[src/rtl/core/ookenc_pkg.sv]
// Package for the OOK remote frame encoder: shared types, constants,
// the CRC-16 byte update, the symbol expansion and the preamble table.
// No dependencies.
package ookenc_pkg;

    localparam int FRAME_LEN    = 6;
    localparam int PREAMBLE_LEN = 6;
    localparam int PKT_BYTES    = 25;
    localparam int STREAM_W     = FRAME_LEN * 8 * 3;
    localparam int CRC_STAGES   = 4;
    localparam int FIFO_DEPTH   = 2;

    localparam logic [15:0] CRC_POLY        = 16'h8005;
    localparam logic [7:0]  DEV_ADDR_RESET  = 8'h00;
    localparam logic [7:0]  FIXED_A_RESET   = 8'h27;
    localparam logic [7:0]  FIXED_B_RESET   = 8'h48;
    localparam logic [7:0]  CLOSING_BYTE    = 8'h80;
    localparam logic [4:0]  LAST_IDX        = 5'(PKT_BYTES - 1);

    typedef enum logic [1:0] {
        CFG_DEVICE_ADDRESS,
        CFG_FIXED_BYTE_A,
        CFG_FIXED_BYTE_B
    } cfg_idx_t;

    typedef struct packed {
        logic [7:0] device_address;
        logic [7:0] fixed_byte_a;
        logic [7:0] fixed_byte_b;
    } cfg_t;

    typedef struct packed {
        logic                          rep;
        logic [FRAME_LEN-1:0][7:0]     bytes;
    } frame_t;

    // CRC-16, MSB first, one byte per call
    function automatic logic [15:0] crc16_byte(input logic [15:0] crc_in,
                                               input logic [7:0]  b);
        logic [15:0] c;
        c = crc_in ^ {b, 8'h00};
        for (int k = 0; k < 8; k++) begin
            if (c[15]) begin
                c = {c[14:0], 1'b0} ^ CRC_POLY;
            end else begin
                c = {c[14:0], 1'b0};
            end
        end
        return c;
    endfunction

    // Each frame bit, bytes in order and LSB first, becomes 1b0; first symbol on top
    function automatic logic [STREAM_W-1:0] expand_frame(
        input logic [FRAME_LEN-1:0][7:0] bytes);
        logic [STREAM_W-1:0] s;
        int j;
        s = '0;
        for (int i = 0; i < FRAME_LEN; i++) begin
            for (int b = 0; b < 8; b++) begin
                j = i * 8 + b;
                s[STREAM_W-1-3*j] = 1'b1;
                s[STREAM_W-2-3*j] = bytes[i][b];
                s[STREAM_W-3-3*j] = 1'b0;
            end
        end
        return s;
    endfunction

    function automatic logic [7:0] preamble_byte(input logic [2:0] idx,
                                                 input logic       rep);
        logic [7:0] v;
        case (idx)
            3'd0:    v = rep ? 8'h00 : 8'h07;
            3'd1:    v = rep ? 8'h02 : 8'hC2;
            3'd2:    v = 8'hAA;
            3'd3:    v = 8'hAA;
            3'd4:    v = 8'hA8;
            default: v = 8'h00;
        endcase
        return v;
    endfunction

endpackage

[src/rtl/core/ookenc_front.sv]
// Front end: accepts command beats and runs a four-stage CRC pipeline,
// one frame byte per stage. Depends on ookenc_pkg.
module ookenc_front import ookenc_pkg::*; (
    input  logic       aclk,
    input  logic       aresetn,
    input  cfg_t       cfg,
    input  logic       s_valid,
    output logic       s_ready,
    input  logic [7:0] s_command,
    input  logic       s_repeat_frame,
    output logic       push,
    output frame_t     push_data,
    input  logic       push_ready
);

    logic [CRC_STAGES-1:0]                 stg_valid_reg;
    logic [CRC_STAGES-1:0][15:0]           stg_crc_reg;
    logic [CRC_STAGES-1:0][3:0][7:0]       stg_bytes_reg;
    logic [CRC_STAGES-1:0]                 stg_rep_reg;
    logic [CRC_STAGES-1:0]                 stg_ready;
    logic [3:0][7:0]                       in_bytes;

    assign in_bytes = {cfg.fixed_byte_b, cfg.fixed_byte_a, s_command, cfg.device_address};

    always_comb begin
        stg_ready[CRC_STAGES-1] = !stg_valid_reg[CRC_STAGES-1] || push_ready;
        for (int k = CRC_STAGES - 2; k >= 0; k--) begin
            stg_ready[k] = !stg_valid_reg[k] || stg_ready[k+1];
        end
    end

    assign s_ready = stg_ready[0];

    always_ff @(posedge aclk) begin
        if (!aresetn) begin
            stg_valid_reg <= '0;
        end else begin
            if (stg_ready[0]) begin
                stg_valid_reg[0] <= s_valid;
            end
            for (int k = 1; k < CRC_STAGES; k++) begin
                if (stg_ready[k]) begin
                    stg_valid_reg[k] <= stg_valid_reg[k-1];
                end
            end
        end
    end

    always_ff @(posedge aclk) begin
        if (s_valid && stg_ready[0]) begin
            stg_crc_reg[0]   <= crc16_byte(16'h0000, in_bytes[0]);
            stg_bytes_reg[0] <= in_bytes;
            stg_rep_reg[0]   <= s_repeat_frame;
        end
        for (int k = 1; k < CRC_STAGES; k++) begin
            if (stg_valid_reg[k-1] && stg_ready[k]) begin
                stg_crc_reg[k]   <= crc16_byte(stg_crc_reg[k-1], stg_bytes_reg[k-1][k]);
                stg_bytes_reg[k] <= stg_bytes_reg[k-1];
                stg_rep_reg[k]   <= stg_rep_reg[k-1];
            end
        end
    end

    assign push = stg_valid_reg[CRC_STAGES-1] && push_ready;

    always_comb begin
        push_data.rep         = stg_rep_reg[CRC_STAGES-1];
        push_data.bytes[3:0]  = stg_bytes_reg[CRC_STAGES-1];
        push_data.bytes[4]    = stg_crc_reg[CRC_STAGES-1][15:8];
        push_data.bytes[5]    = stg_crc_reg[CRC_STAGES-1][7:0];
    end

endmodule

[src/rtl/core/ookenc_fifo.sv]
// Small register queue between the front end and the byte emitter.
// No package dependency.
module ookenc_fifo #(
    parameter int WIDTH = 8,
    parameter int DEPTH = 2
) (
    input  logic             aclk,
    input  logic             aresetn,
    input  logic             push,
    input  logic [WIDTH-1:0] push_data,
    output logic             push_ready,
    input  logic             pop,
    output logic [WIDTH-1:0] pop_data,
    output logic             pop_valid
);

    localparam int AW = $clog2(DEPTH);

    logic [WIDTH-1:0] entry_reg [DEPTH];
    logic [AW-1:0]    wr_ptr_reg;
    logic [AW-1:0]    rd_ptr_reg;
    logic [AW:0]      count_reg;

    assign push_ready = count_reg != (AW+1)'(DEPTH);
    assign pop_valid  = count_reg != '0;
    assign pop_data   = entry_reg[rd_ptr_reg];

    always_ff @(posedge aclk) begin
        if (!aresetn) begin
            wr_ptr_reg <= '0;
            rd_ptr_reg <= '0;
            count_reg  <= '0;
        end else begin
            if (push) begin
                wr_ptr_reg <= (wr_ptr_reg == AW'(DEPTH - 1)) ? '0 : wr_ptr_reg + 1'b1;
            end
            if (pop) begin
                rd_ptr_reg <= (rd_ptr_reg == AW'(DEPTH - 1)) ? '0 : rd_ptr_reg + 1'b1;
            end
            if (push && !pop) begin
                count_reg <= count_reg + 1'b1;
            end else if (pop && !push) begin
                count_reg <= count_reg - 1'b1;
            end
        end
    end

    always_ff @(posedge aclk) begin
        if (push) begin
            entry_reg[wr_ptr_reg] <= push_data;
        end
    end

endmodule

[src/rtl/core/ookenc_back.sv]
// Back end: emits the 25 packet bytes of one frame, one beat per cycle while
// the receiver is ready, through an output register. Depends on ookenc_pkg.
module ookenc_back import ookenc_pkg::*; (
    input  logic       aclk,
    input  logic       aresetn,
    input  logic       q_valid,
    input  frame_t     q_data,
    output logic       q_pop,
    output logic       m_valid,
    input  logic       m_ready,
    output logic [7:0] m_packet_byte,
    output logic [4:0] m_byte_index,
    output logic       m_last_byte
);

    logic                busy_reg;
    logic [4:0]          idx_reg;
    logic                rep_reg;
    logic [STREAM_W-1:0] stream_reg;
    logic                m_valid_reg;
    logic [7:0]          byte_reg;
    logic [4:0]          index_reg;
    logic                last_reg;
    logic                adv;
    logic [7:0]          byte_next;

    assign adv   = busy_reg && (!m_valid_reg || m_ready);
    assign q_pop = q_valid && (!busy_reg || (adv && idx_reg == LAST_IDX));

    always_comb begin
        if (idx_reg < 5'(PREAMBLE_LEN)) begin
            byte_next = preamble_byte(idx_reg[2:0], rep_reg);
        end else if (idx_reg == LAST_IDX) begin
            byte_next = CLOSING_BYTE;
        end else begin
            byte_next = stream_reg[STREAM_W-1 -: 8];
        end
    end

    always_ff @(posedge aclk) begin
        if (!aresetn) begin
            busy_reg    <= 1'b0;
            m_valid_reg <= 1'b0;
            idx_reg     <= '0;
        end else begin
            if (adv) begin
                m_valid_reg <= 1'b1;
            end else if (m_ready) begin
                m_valid_reg <= 1'b0;
            end
            // a new frame takes over in the cycle the old one ends
            if (q_pop) begin
                busy_reg <= 1'b1;
                idx_reg  <= '0;
            end else if (adv) begin
                if (idx_reg == LAST_IDX) begin
                    busy_reg <= 1'b0;
                end else begin
                    idx_reg <= idx_reg + 1'b1;
                end
            end
        end
    end

    always_ff @(posedge aclk) begin
        if (adv) begin
            byte_reg  <= byte_next;
            index_reg <= idx_reg;
            last_reg  <= idx_reg == LAST_IDX;
        end
        if (q_pop) begin
            stream_reg <= expand_frame(q_data.bytes);
            rep_reg    <= q_data.rep;
        end else if (adv && idx_reg >= 5'(PREAMBLE_LEN)) begin
            stream_reg <= {stream_reg[STREAM_W-9:0], 8'h00};
        end
    end

    assign m_valid       = m_valid_reg;
    assign m_packet_byte = byte_reg;
    assign m_byte_index  = index_reg;
    assign m_last_byte   = last_reg;

endmodule

[src/rtl/core/ook_remote_frame_encoder.sv]
// OOK remote frame encoder, top level.
// Input channel (s_*): one beat carries a command byte and a repeat flag.
// Output channel (m_*): 25 beats per command, each one raw OOK packet byte
// (sent MSB first on air), its position 0..24 and a last-byte marker.
// Configuration: cfg_wr_en/cfg_index/cfg_data write device address and the
// two fixed frame bytes; write only while the block is idle.
// A command passes the four CRC stages, the queue, the emitter load and the
// output register before the first byte of its packet appears.
// The byte-wide output channel limits throughput to 25 beats per command; a
// queued command is loaded as the previous last byte is registered, so
// packets follow without a gap, and commands keep being taken into the CRC
// pipeline and queue meanwhile.
// Reset (aresetn low, synchronous) empties the pipeline, queue and output
// register and restores the registers to 0x00, 0x27, 0x48.
// A stalled receiver holds the current beat; the emitter, then the queue and
// finally the input channel back up behind it without loss.
// Depends on ookenc_pkg, ookenc_front, ookenc_fifo and ookenc_back.
module ook_remote_frame_encoder import ookenc_pkg::*; #(
    parameter int FIFO_DEPTH_P = FIFO_DEPTH
) (
    input  logic       aclk,
    input  logic       aresetn,
    input  logic       cfg_wr_en,
    input  logic [1:0] cfg_index,
    input  logic [7:0] cfg_data,
    input  logic       s_valid,
    output logic       s_ready,
    input  logic [7:0] s_command,
    input  logic       s_repeat_frame,
    output logic       m_valid,
    input  logic       m_ready,
    output logic [7:0] m_packet_byte,
    output logic [4:0] m_byte_index,
    output logic       m_last_byte
);

    cfg_t   cfg_reg;
    logic   q_push;
    logic   q_push_ready;
    frame_t q_push_data;
    logic   q_pop;
    logic   q_valid;
    frame_t q_data;

    always_ff @(posedge aclk) begin
        if (!aresetn) begin
            cfg_reg.device_address <= DEV_ADDR_RESET;
            cfg_reg.fixed_byte_a   <= FIXED_A_RESET;
            cfg_reg.fixed_byte_b   <= FIXED_B_RESET;
        end else if (cfg_wr_en) begin
            case (cfg_idx_t'(cfg_index))
                CFG_DEVICE_ADDRESS: cfg_reg.device_address <= cfg_data;
                CFG_FIXED_BYTE_A:   cfg_reg.fixed_byte_a   <= cfg_data;
                CFG_FIXED_BYTE_B:   cfg_reg.fixed_byte_b   <= cfg_data;
                default: ; // drop writes to unknown registers
            endcase
        end
    end

    ookenc_front u_front (
        .aclk           (aclk),
        .aresetn        (aresetn),
        .cfg            (cfg_reg),
        .s_valid        (s_valid),
        .s_ready        (s_ready),
        .s_command      (s_command),
        .s_repeat_frame (s_repeat_frame),
        .push           (q_push),
        .push_data      (q_push_data),
        .push_ready     (q_push_ready)
    );

    ookenc_fifo #(
        .WIDTH ($bits(frame_t)),
        .DEPTH (FIFO_DEPTH_P)
    ) u_fifo (
        .aclk       (aclk),
        .aresetn    (aresetn),
        .push       (q_push),
        .push_data  (q_push_data),
        .push_ready (q_push_ready),
        .pop        (q_pop),
        .pop_data   (q_data),
        .pop_valid  (q_valid)
    );

    ookenc_back u_back (
        .aclk          (aclk),
        .aresetn       (aresetn),
        .q_valid       (q_valid),
        .q_data        (q_data),
        .q_pop         (q_pop),
        .m_valid       (m_valid),
        .m_ready       (m_ready),
        .m_packet_byte (m_packet_byte),
        .m_byte_index  (m_byte_index),
        .m_last_byte   (m_last_byte)
    );

`ifndef SYNTH
    a_pop_needs_entry: assert property (@(posedge aclk) disable iff (!aresetn)
        q_pop |-> q_valid)
        else $error("queue popped while empty");

    a_push_needs_room: assert property (@(posedge aclk) disable iff (!aresetn)
        q_push |-> q_push_ready)
        else $error("queue pushed while full");

    a_packet_continues: assert property (@(posedge aclk) disable iff (!aresetn)
        (m_valid && m_ready && !m_last_byte) |=>
            (m_valid && m_byte_index == $past(m_byte_index) + 5'd1))
        else $error("packet byte sequence broken");

    a_last_at_end: assert property (@(posedge aclk) disable iff (!aresetn)
        m_valid |-> (m_last_byte == (m_byte_index == LAST_IDX)))
        else $error("last byte marker misplaced");
`endif

endmodule

[config.mk]
export PLATFORM = sky130hd
export DESIGN_NAME = ook_remote_frame_encoder
export DESIGN_NICKNAME = d
export VERILOG_FILES = /design/src/rtl/core/ookenc_pkg.sv /design/src/rtl/core/ookenc_front.sv /design/src/rtl/core/ookenc_fifo.sv /design/src/rtl/core/ookenc_back.sv /design/src/rtl/core/ook_remote_frame_encoder.sv
export SDC_FILE = /design/constraint.sdc
export NUM_CORES = 1
export LEC_CHECK = 0
export BUFFER_PORTS_ARGS = -buffer_cell sky130_fd_sc_hd__buf_2
export CAP_MARGIN = 20
export CORE_UTILIZATION = 30
export CTS_BUF_LIST = sky130_fd_sc_hd__clkbuf_4 sky130_fd_sc_hd__clkbuf_8
export DETAILED_ROUTE_END_ITERATION = 8
export PLACE_DENSITY_LB_ADDON = 0.12
export SYNTH_ARGS = -nofsm -noshare
export SYNTH_HDL_FRONTEND = slang
export SYNTH_SLANG_ARGS = --single-unit
[constraint.sdc]
create_clock -name aclk -period 5.85 [get_ports aclk]
set_input_delay 0 -clock aclk [delete_from_list [all_inputs] [get_ports aclk]]
set_output_delay 0 -clock aclk [all_outputs]
set_load 0.01 [all_outputs]
==> flow_summary.json, run 1 <==
{
  "path_clk_slew_ps": 60,
  "setup_viol": 0,
  "die_x_um": 242,
  "drtAntennaViolNets": 0,
  "skew_ps": 30.4,
  "intPower_mw": 6.21,
  "wl_um": 34000,
  "port-buffer-count": 39,
  "async_reset_ff_share_pct": 0,
  "powerDensity_nw_per_um2": 416,
  "ys.flop_type": "edfxtp_1",
  "grt_pass1_wl_um": 53300,
  "ys_ff_latch": 480,
  "crit_required_ps": 6190,
  "dieArea_um2": 58300,
  "min_period_ps": 3420,
  "timing.rr.start": "u_back.idx_reg[1]$_SDFFE_PP0P_",
  "avgSynthCellArea_um2": 14.8,
  "crit_path_frequent_cell": "buf_4",
  "overflow": 0,
  "path_max_fanout": 64,
  "place_congestion": 0.704,
  "drcViolationCount": 0,
  "instances_no_fill": 2101,
  "synth_cell_types": 47,
  "arrival_ps": 3760,
  "cts_root_buf": "clkbuf_8",
  "crit_buf_inv": 3,
  "reg2reg_depth": 8,
  "hp-start": "s_command[1]",
  "post-place-ws_ps": 2430,
  "slowest_delay_ps": 650,
  "post-route-period-util_pct": 58.5,
  "fill_cells": 5404,
  "drt_iter0_drc": 526,
  "hold_viol": 0,
  "cts_sinks": 480,
  "fin_hold_ws_ps": 85.1,
  "cts.htree.levels": 3,
  "fin_tns_setup_ps": 0,
  "cts_made_buffers": 86,
  "cts_tree": "done",
  "post_cts_resized": 0,
  "largest_register_ffs": 137,
  "dp_hpwl_um": 19800,
  "antenna_found_initial": 2,
  "status": "finished, final reports clean",
  "syn2layout_area_growth_pct": 18.1,
  "slew_headroom_pct": 29.8,
  "start_kind": "flip-flop",
  "pwr-share-clk_pct": 36.9,
  "rr_endpoint": "u_back.stream_reg[85]$_DFFE_PP_",
  "wl_per_cell_um": 16.2,
  "synth_nets": 1194,
  "start_util_pct": 30.5,
  "clk_latency_ps": 640,
  "ys_seq_area_share_pct": 76.2,
  "core_area_um2": 56500,
  "fmax_ghz": 0.292,
  "hp-class": "input pin to flip-flop",
  "placed_cells": 1911,
  "synth_top_area_share_pct": 61.2,
  "power_frac_seq_pct": 49.2,
  "rows": 87,
  "final_cell_mix": "edfxtp_1 (351), nand2_1 (190), dfxtp_1 (128)",
  "cts_buffer_depth": 3,
  "synth_area_leaders": "edfxtp_1 (61%), dfxtp_1 (15%), mux2i_1 (4.2%)",
  "layout_setup_ws_ps": 2430,
  "pwr-share-comb_pct": 13.9,
  "firstDrtPassIters": 4,
  "drive_above_1_share_pct": 16.7,
  "viasPerCell": 4.30,
  "rsz0062_at_grt": "false",
  "p_switching_mw": 2.25,
  "fin_nets": 1303,
  "final_common_cell": "edfxtp_1",
  "worstHoldPathCells": 2,
  "crit_path_cell_trace": "inv_1, ha_1, and4b_1, a21oi_4, buf_4, or2_2, buf_4, o21ai_0",
  "peakVddDrop_uv": 190,
  "grt_use_total_pct": 11.7,
  "whs_endpoint": "u_front.stg_bytes_reg[9]$_DFFE_PP_",
  "worst_pin_slew_ps": 1050,
  "path_depth": 8,
  "grt_pass1_vias": 9177,
  "io_pins": 40,
  "r2r_slack_ps": 2430,
  "cap_violations": 0,
  "syn_area_um2": 17200,
  "vias": 9031,
  "p_sw_share_pct": 26.5,
  "synthCells": 1164,
  "yosys_warnings": 0,
  "yosysTopAreaCell": "edfxtp_1",
  "finalMaxSlewViolations": 0,
  "postLayoutCoreUtil_pct": 36.0,
  "synth_edf_count": 351,
  "path_delay_family": "buffers and inverters",
  "die_h_um": 242,
  "critPathKind": "flip-flop to flip-flop",
  "power_leakage_nw": 7.15,
  "crit_slowest_cell": "buf_4",
  "grt_max_degree": 91,
  "end_kind": "flip-flop"
}
## metal layers
layer,global-route usage [%],routed length [um],vias to the layer above
met1,15.7,16400,4370
met5,0,0,-
met4,5.10,781,0
met2,18.0,15300,165
met3,2.81,1480,57
li1,-,-,4439
## worst max path at each step
stage / end / startpoint / slack, ps
after global placement: u_back.stream_reg[37]$_DFFE_PP_ / u_back.idx_reg[1]$_SDFFE_PP0P_ / 2510
after floorplan: u_front.stg_bytes_reg[32]$_DFFE_PP_ / u_fifo.count_reg[0]$_SDFFE_PN0P_ / 780
final: u_back.stream_reg[85]$_DFFE_PP_ / u_back.idx_reg[1]$_SDFFE_PP0P_ / 2430
after detailed placement: u_back.stream_reg[85]$_DFFE_PP_ / u_back.idx_reg[1]$_SDFFE_PP0P_ / 2430
after global routing: u_back.stream_reg[88]$_DFFE_PP_ / u_back.idx_reg[0]$_SDFFE_PP0P_ / 2190
after CTS: u_back.stream_reg[85]$_DFFE_PP_ / u_back.idx_reg[1]$_SDFFE_PP0P_ / 2410
## cell usage after synthesis (2+ instances only)
library cell,n
nor2_1,40
xor3_1,3
o21ai_0,46
and3_1,2
nand2b_1,2
edfxtp_1,351
nand3b_1,2
dfxtp_1,129
nor3_1,2
a211oi_1,3
o211ai_1,42
mux2i_1,73
xnor2_1,37
or3_1,2
nand2_1,191
a21o_1,2
nor2b_1,3
xor2_1,28
a21oi_1,56
ha_1,6
buf_1,7
buf_2,25
nor4_1,2
clkbuf_1,30
xnor3_1,5
inv_1,10
nand3_1,43
and2_1,3
## cells by family after synthesis
logic type	count (synthesis)	synth area share, %
buf+inv	74	1.84
fa+ha+maj	6	0.436
xor+xnor	74	4.47
compound gates	159	5.55
flops	480	76.2
mux	74	4.31
simple gates	297	7.17
## through the flow
| step | cell area [um2] | power (mW) |
|---|---|---|
| floorplan | 17200 | 5.02 |
| global placement | 18300 | 5.41 |
| detailed placement | 18300 | 5.42 |
| CTS | 20300 | 8.63 |
| global route | 20300 | 8.90 |
| finish | 20300 | 8.46 |
## layout make-up
| cell class | instances | area [um2] | area share, % |
|---|---|---|---|
| antenna | 2 | 5.00 | 0.0246 |
| clock buffer | 138 | 1620 | 7.96 |
| clock inverter | 20 | 133 | 0.652 |
| inverter | 11 | 41.3 | 0.203 |
| multi-input combinational | 610 | 3860 | 19.0 |
| sequential | 480 | 13100 | 64.5 |
| tap | 756 | 946 | 4.65 |
| timing repair buffer | 84 | 606 | 2.98 |
## power by group through the flow
stage               registers, mW  logic [mW]  clock network [mW]
floorplan                    4.21       0.815                   0
global placement             4.23        1.18                   0
detailed placement           4.23        1.19                   0
CTS                          4.16        1.21                3.26
global route                 4.18        1.30                3.41
finish                       4.16        1.18                3.12
## repair_timing
action                                 4_1_cts  5_1_grt
hold buffers                                29        0
setup endpoints to repair                    0        0
endpoints found under the hold margin       40        0
setup buffers                                0        0
No activity file was read; power rests on OpenSTA's default activity.
==> run 2, diff against run 1 <==
Clock period 5.85 ns to 2.94 ns, I/O delays scaled along.
==> flow_summary.json, run 2 (same netlist as run 1, synthesis figures left out) <==
{
  "status": "finished, final reports clean",
  "drtAntennaViolNets": 0,
  "rsz0062_at_grt": "false",
  "cts_buffer_depth": 3,
  "crit_path_start": "u_back.idx_reg[1]$_SDFFE_PP0P_",
  "fin_tns_setup_ps": 0,
  "overflow": 0,
  "finalMaxSlewViolations": 0,
  "vias": 9079,
  "fill_cells": 5437,
  "min_period_ps": 2440,
  "clk_latency_ps": 650,
  "post_cts_buffers": 0,
  "post-place-ws_ps": 499,
  "skew_ps": 27.3,
  "antenna_found_initial": 3,
  "viasPerCell": 4.31,
  "grt_pass1_wl_um": 53900,
  "cap_violations": 0,
  "power_mw": 16.8,
  "worst_pin_slew_ps": 699,
  "drive_above_1_share_pct": 16.6,
  "postLayoutCoreUtil_pct": 36.2,
  "crit_required_ps": 3310,
  "die_h_um": 242,
  "port-buffer-count": 39,
  "hp-class": "input pin to flip-flop",
  "arrival_ps": 2810,
  "power_leakage_nw": 7.17,
  "cts_tree": "done",
  "final_common_cell": "edfxtp_1",
  "path_max_fanout": 50,
  "grt_pass1_vias": 9093,
  "cts_sinks": 480,
  "powerDensity_nw_per_um2": 822,
  "cts.htree.levels": 3,
  "layout_setup_ws_ps": 496,
  "wl_um": 34700,
  "rows": 87,
  "hold_viol": 0,
  "path_clk_slew_ps": 60,
  "setup_viol": 0,
  "drt_iter0_drc": 455,
  "dieArea_um2": 58300,
  "start_kind": "flip-flop",
  "timing.rr.start": "u_back.idx_reg[1]$_SDFFE_PP0P_",
  "largest_register_ffs": 137,
  "cts_root_buf": "clkbuf_8",
  "drcViolationCount": 0,
  "post_cts_resized": 0,
  "end_kind": "flip-flop",
  "critPathKind": "flip-flop to flip-flop",
  "place_congestion": 0.687,
  "hp-start": "s_command[3]",
  "grt_use_total_pct": 11.9,
  "core_area_um2": 56500,
  "wl_per_cell_um": 16.4,
  "dp_hpwl_um": 21100,
  "io_pins": 40,
  "fin_nets": 1310,
  "die_x_um": 242,
  "grt_max_degree": 51,
  "peakVddDrop_uv": 414,
  "start_util_pct": 30.5,
  "syn2layout_area_growth_pct": 18.7,
  "final_cell_mix": "edfxtp_1 (351), nand2_1 (190), dfxtp_1 (128)",
  "cts_made_buffers": 83,
  "slew_headroom_pct": 53.4,
  "post-route-period-util_pct": 83.1,
  "fmax_ghz": 0.409,
  "firstDrtPassIters": 4
}
==> run 2: final cells by class <==
| cell class | count | area (um2) | area share [%] |
|---|---|---|---|
| multi-input cells | 610 | 3860 | 18.9 |
| well taps | 756 | 946 | 4.63 |
| inverters | 11 | 41.3 | 0.202 |
| clock inverters | 24 | 120 | 0.588 |
| repair buffers | 94 | 768 | 3.76 |
| clock buffers | 132 | 1570 | 7.67 |
| diodes | 1 | 2.50 | 0.0122 |
| flip-flops and latches | 480 | 13100 | 64.2 |
==> run 2: final timing paths <==
kind                                                       endpoint  cells past startpoint  slack (ps)
worst max-delay path                u_back.stream_reg[16]$_DFFE_PP_                      9         500
worst min-delay path            u_front.stg_bytes_reg[11]$_DFFE_PP_                      2          80
worst max register to register      u_back.stream_reg[16]$_DFFE_PP_                      9         500
worst min register to register  u_front.stg_bytes_reg[73]$_DFFE_PP_                      0         400
==> run 2: stage by stage <==
step / hold slack, ps / instance area [um2] / instances
after detailed placement: 181 / 18500 / 1922
after global placement: 181 / 18500 / 1922
final: 79.2 / 20400 / 2108
after CTS: 2.75 / 20400 / 2107
after global routing: 33.5 / 20400 / 2108
after floorplan: 98.9 / 17200 / 1164
==> run 2: critical path, stage by stage (launching register included) <==
cell     delay (ps)
dfxtp_1         390
inv_1           110
ha_1            170
and4b_1         330
a21oi_4          80
or2_2           390
buf_4           230
inv_2            80
buf_12          250
a21oi_1         110
==> run 2: report_power, final <==
part	switching, mW	internal, mW	total (mW)	leakage [nW]
Sequential	0.261	8.03	8.29	4.30
Combinational	1.60	0.833	2.43	1.98
Clock	2.68	3.39	6.07	0.893
Total	4.54	12.3	16.8	7.17
==> run 2: what timing repair did <==
action | in CTS | in global routing
hold buffers | 29 | 0
hold endpoints to repair | 97 | 0
setup endpoints to repair | 0 | 0
==> run 2: metal layers <==
metal | wire length [um] | track usage, %
met1 | 16700 | 16.4
met2 | 15600 | 18.0
met5 | 0 | 0
met3 | 1390 | 3.05
met4 | 942 | 4.74
